File: src/rtl/core/olis_pkg.sv
// ----------------------------------------------------------------------------
// olis_pkg
// Shared types and constants for the ordered list block: command codes,
// transfer payloads and the control word broadcast along the cell chain.
// ----------------------------------------------------------------------------
package olis_pkg;

    localparam int DEPTH_DEF = 64;
    localparam int VAL_W     = 32;
    localparam int CMD_W     = 3;
    localparam int CAP_W     = 7;
    localparam int POS_W     = 7;
    localparam int FOUND_W   = 6;
    localparam int CAP_RESET = 64;

    localparam logic [CMD_W-1:0] CMD_APPEND = 3'd0;
    localparam logic [CMD_W-1:0] CMD_INSERT = 3'd1;
    localparam logic [CMD_W-1:0] CMD_REMOVE = 3'd2;
    localparam logic [CMD_W-1:0] CMD_SEARCH = 3'd3;
    localparam logic [CMD_W-1:0] CMD_CLEAR  = 3'd4;

    typedef struct packed {
        logic [CMD_W-1:0]        command;
        logic [POS_W-1:0]        position;
        logic signed [VAL_W-1:0] item_value;
    } t_item;

    typedef struct packed {
        logic                    ok;
        logic signed [VAL_W-1:0] removed_value;
        logic [FOUND_W-1:0]      found_position;
        logic [CAP_W-1:0]        entry_count;
        logic                    is_empty;
        logic                    is_full;
    } t_result;

    // Operation carried out by every cell in the execute cycle
    typedef enum logic [1:0] {
        OP_NONE   = 2'd0,
        OP_INSERT = 2'd1,
        OP_REMOVE = 2'd2,
        OP_SEARCH = 2'd3
    } t_cell_op;

    typedef struct packed {
        logic             exec;
        t_cell_op         op;
        logic [VAL_W-1:0] value;
    } t_cell_ctl;

endpackage

File: src/rtl/core/olis_cell.sv
// ----------------------------------------------------------------------------
// olis_cell
// One list slot. Shifts toward either neighbor, loads the broadcast value,
// and records the removed entry or its own index on a first search match.
// ----------------------------------------------------------------------------
module olis_cell #(
    parameter int IDX   = 0,
    parameter int IDX_W = 6,
    parameter int CNT_W = 7
) (
    input  logic                           i_clk,
    input  logic                           i_rst_n,
    input  olis_pkg::t_cell_ctl            i_ctl,
    input  logic [IDX_W-1:0]               i_pos,
    input  logic [CNT_W-1:0]               i_count,
    input  logic [olis_pkg::VAL_W-1:0]     i_left,
    input  logic [olis_pkg::VAL_W-1:0]     i_right,
    input  logic                           i_before,
    output logic                           o_before,
    output logic                           o_hit,
    output logic [olis_pkg::VAL_W-1:0]     o_res,
    output logic [olis_pkg::VAL_W-1:0]     o_data
);
    import olis_pkg::*;

    localparam logic [IDX_W-1:0] MY_IDX = IDX_W'(IDX);
    localparam logic [CNT_W-1:0] MY_CNT = CNT_W'(IDX);

    logic [VAL_W-1:0] r_data, n_data;
    logic [VAL_W-1:0] r_res,  n_res;
    logic             r_hit,  n_hit;
    logic             w_match;

    // Only live entries take part in a search
    assign w_match  = (r_data == i_ctl.value) && (MY_CNT < i_count);
    assign o_before = i_before | ((i_ctl.op == OP_SEARCH) & w_match);

    always_comb begin
        n_data = r_data;
        n_hit  = 1'b0;
        n_res  = '0;
        unique case (i_ctl.op)
            OP_INSERT: begin
                if (MY_IDX > i_pos) begin
                    n_data = i_left;
                end else if (MY_IDX == i_pos) begin
                    n_data = i_ctl.value;
                end
            end
            OP_REMOVE: begin
                if (MY_IDX >= i_pos) begin
                    n_data = i_right;
                end
                if (MY_IDX == i_pos) begin
                    n_hit = 1'b1;
                    n_res = r_data;
                end
            end
            OP_SEARCH: begin
                if (w_match && !i_before) begin
                    n_hit = 1'b1;
                    n_res = VAL_W'(IDX);
                end
            end
            default: begin
            end
        endcase
    end

    always_ff @(posedge i_clk) begin
        if (i_ctl.exec) begin
            r_data <= n_data;
            r_res  <= n_res;
        end
    end

    always_ff @(posedge i_clk) begin
        if (!i_rst_n) begin
            r_hit <= 1'b0;
        end else if (i_ctl.exec) begin
            r_hit <= n_hit;
        end
    end

    assign o_hit  = r_hit;
    assign o_res  = r_res;
    assign o_data = r_data;

endmodule

File: config.mk
export PLATFORM = sky130hd
export DESIGN_NAME = olis_cell
export DESIGN_NICKNAME = d
export VERILOG_FILES = /design/src/rtl/core/olis_pkg.sv /design/src/rtl/core/olis_cell.sv
export SDC_FILE = /design/constraint.sdc
export NUM_CORES = 1
export LEC_CHECK = 0
export ABC_CLOCK_PERIOD_IN_PS = 4870
export BUFFER_PORTS_ARGS = -buffer_cell sky130_fd_sc_hd__buf_2
export CAP_MARGIN = 20
export CORE_AREA = 2 2 91 93
export DETAILED_ROUTE_END_ITERATION = 16
export DIE_AREA = 0 0 93 95
export HOLD_SLACK_MARGIN = 0.12
export PLACE_DENSITY = 0.72
export SYNTH_ARGS = -nofsm -noshare
export SYNTH_HDL_FRONTEND = slang
export SYNTH_SLANG_ARGS = --single-unit
File: constraint.sdc
create_clock -name i_clk -period 4.87 [get_ports i_clk]
set_clock_uncertainty 0.15 [all_clocks]
set_input_delay 0.2435 -clock i_clk [delete_from_list [all_inputs] [get_ports i_clk]]
set_output_delay 0.2435 -clock i_clk [all_outputs]
set_load 0.02 [all_outputs]
==> out/qor.log <==
INFO  status         run_status=complete, no violations
INFO  synth          synth.largest_area_cell=edfxtp_1
INFO  pwr            ir_worst_vdd=0.1978mV
INFO  drt            wl_per_cell=14.90µm
INFO  synth          most_repeated_cell_in_the_gate_level_netlist_after_synthesis=edfxtp_1
INFO  cts            tritoncts_buffers=9
INFO  grt            antenna_found_initial=0
INFO  synth          synthCells=194
INFO  synth          synth_enable_flop_cells=64
INFO  timing         transition_time_at_the_pin_with_the_least_slew_margin=0.9919ns
INFO  worst_setup_path start_kind=input pin
INFO  grt            globalRoute.totalOverflow=0
INFO  timing         slew_viol_final=0
INFO  synth          async_reset_ff_share=0%
INFO  synth          synth-compound-area-share=0.6686%
INFO  grt            grt_pass1_vias=2475
INFO  synth          syn_area_per_cell=15.43µm²
INFO  synth          ys.flop_type=edfxtp_1
INFO  synth          synth.ff_latch_count=65
INFO  cts            clkLatencyLatePin=0.33ns
INFO  run            max_cap_viol_count=0
INFO  pwr            power-per-cell-area=259.9nW/µm²
INFO  synth          synth_top_family_by_area=multiplexers
INFO  synth          synthXorXnorAreaFrac=9.653%
INFO  grt            grt_start_max_net_pins=36
INFO  grt            grt_first_pass_wirelength=11.92mm
INFO  worst_setup_path cp_max_fo=33
INFO  grt            grt_overall_usage=17.74%
INFO  synth          synth_area=2994µm²
INFO  place          place_ws=2.050ns
INFO  timing         setup_slack=2.200ns
INFO  pwr            power.total=1.222mW
INFO  synth          yosys_warnings=0
INFO  worst_setup_path number_of_cells_on_the_worst_reg_to_reg_path=6
INFO  worst_setup_path critical_path.reg2reg.startpoint=o_data[2]$_DFFE_PP_
INFO  synth          synth_commonest_cells=edfxtp_1, and2_1, mux2_2
INFO  place          post-dp-hpwl=4.888mm
INFO  floorplan      std_cell_rows=33
INFO  synth          synthDistinctLibCells=23
INFO  timing         timing.fmax=0.3746GHz
INFO  drt            drt-vias-per-instance=4.550
INFO  cells_and_area drive_above_1_share=47.49%
INFO  cts            cts_tree=yes
INFO  worst_setup_path worst_ep_required_time=4.98ns
INFO  floorplan      fp.coreArea=7928µm²
INFO  timing         setup-violations-final=0
INFO  synth          post_synth_adder_cell_area=0%
INFO  synth          synth_largest_type_area_fraction=64.19%
INFO  min_path       type_of_the_tightest_min_delay_check=in -> reg
INFO  cells_and_area n_antenna_cell=0
INFO  cells_and_area utilization=59.31%
INFO  cts            tritoncts_num_sinks=65
INFO  cts            htreeDepth=3
INFO  drt            detailedRoute.firstPassIterationCount=4
INFO  drt            route.antenna.remaining_nets=0
INFO  synth          synth_nets=309
INFO  min_path       hold_sp=i_ctl[34]
INFO  drt            detailroute.via_count=2384
INFO  drt            drc=0
INFO  cts            cts-root-to-sink-buffers=2
INFO  cells_and_area layout.nets=529
INFO  place          place_congestion=0.6900
INFO  min_path       hold_path_depth=2
INFO  cts            root_cell_of_the_clock_tree=clkbuf_8
INFO  cts            clkSlewWorstSetupHoldPaths=0.07ns
INFO  worst_setup_path worstSetupEndpointType=flip-flop
INFO  synth          synth_top_cells_by_area=edfxtp_1, mux2_2, xnor2_1
INFO  drt            drt_first_iter_violations=47
INFO  floorplan      floorplan.die_area=8835µm²
INFO  timing         finalCriticalPeriod=2.670ns
INFO  synth          muxShareOfSynthArea=12.04%
INFO  timing         max-slew-margin-rel=33.74%
INFO  worst_setup_path critical_path.startpoint=i_ctl[33]
INFO  worst_setup_path cp.arrival=2.78ns
INFO  worst_setup_path path_class=in -> reg
INFO  place          placement.io_buffers=148
INFO  synth          synth_simple_gate_area_share=11.49%
INFO  cells_and_area flow.area_growth_from_synthesis=57.04%
INFO  pwr            leakagePower=1.956nW
INFO  floorplan      die_height=95µm
INFO  floorplan      initial_core_util=37.77%
INFO  floorplan      io_pins=181
INFO  timing         fin_setup_tns=0ns
INFO  drt            totalWireLength=7.808mm
INFO  synth          yosysSeqAreaShare=64.86%
INFO  timing         rsz0062_at_grt=false
INFO  timing         min_period_over_period=54.82%
INFO  floorplan      die_width=93µm
INFO  cts            cts_resized=0
INFO  timing         timing.final.hold_violations=0
==> routing by layer <==
| metal | vias up | GRT usage (%) | wire length (µm) |
|---|---|---|---|
| met2 | 99 | 32.79 | 4109 |
| met4 | 0 | 5.637 | 74 |
| li1 | 1153 | - | - |
| met3 | 7 | 4.070 | 483 |
| met1 | 1125 | 20.34 | 3140 |
| met5 | - | 0 | 0 |
==> sequential cells by signal, summed over array words and instances (netlist names) <==
signal  flops
o_hit       1
o_res      32
o_data     32
==> final cells by class <==
| cell class | count | area, µm² |
|---|---|---|
| clock buffer | 12 | 135.1 |
| tap | 105 | 131.4 |
| fill | 686 | 3226 |
| clock inverter | 4 | 43.79 |
| timing repair buffer | 216 | 1424 |
| inverter | 1 | 3.754 |
| multi-input combinational | 121 | 1022 |
| sequential | 65 | 1942 |
==> final timing paths <==
check / to / slack, ns
hold reg to reg: o_res[23]$_SDFFCE_PN0P_ / 0.45
setup / recovery: o_hit$_SDFFE_PN0P_ / 2.20
hold / removal: o_res[13]$_SDFFCE_PN0P_ / 0.35
setup reg to reg: o_hit$_SDFFE_PN0P_ / 2.60
==> stage by stage <==
stage               instance area, µm²  instances  hold slack (ns)
finish                            4702        524           0.3481
global route                      4702        524           0.3627
CTS                               4687        523           0.3453
detailed placement                3847        441           0.3734
global placement                  3847        441           0.3650
floorplan                         2994        194           0.1937
==> cells by family after synthesis <==
kind of cell,after synthesis
AO/OA/AOI/OAI,3
flip-flops,65
AND/OR/NAND/NOR,53
multiplexers,32
XOR/XNOR,33
buffers and inverters,8
==> placed cells by master (no fill, tap or decap), types with 2 or more instances in the layout <==
master,n
nand4_1,8
clkbuf_8,9
xor2_1,2
dlygate4sd3_1,66
xnor2_1,31
edfxtp_1,64
clkinv_2,2
mux2_2,32
clkbuf_1,3
nor4_2,2
and2_1,32
nor4_1,2
buf_2,148
==> power by group <==
group          switching [mW]  leakage (nW)  internal [mW]  total (mW)
sequential            0.00290         0.639          0.624       0.627
combinational          0.0651          1.22          0.104       0.169
clock                   0.193        0.0918          0.234       0.427
==> critical path, stage by stage <==
cell	delay, ns
buf_2	0.11
nor2b_4	0.81
and3_1	0.63
buf_8	0.23
inv_1	0.05
a31oi_1	0.14
dlygate4sd3_1	0.55
==> timing repair <==
| action | in CTS | in global routing |
|---|---|---|
| hold buffers | 66 | 0 |
| setup buffers | 0 | 0 |
| endpoints found under the hold margin | 33 | 0 |
No activity file was read; power rests on OpenSTA's default activity.
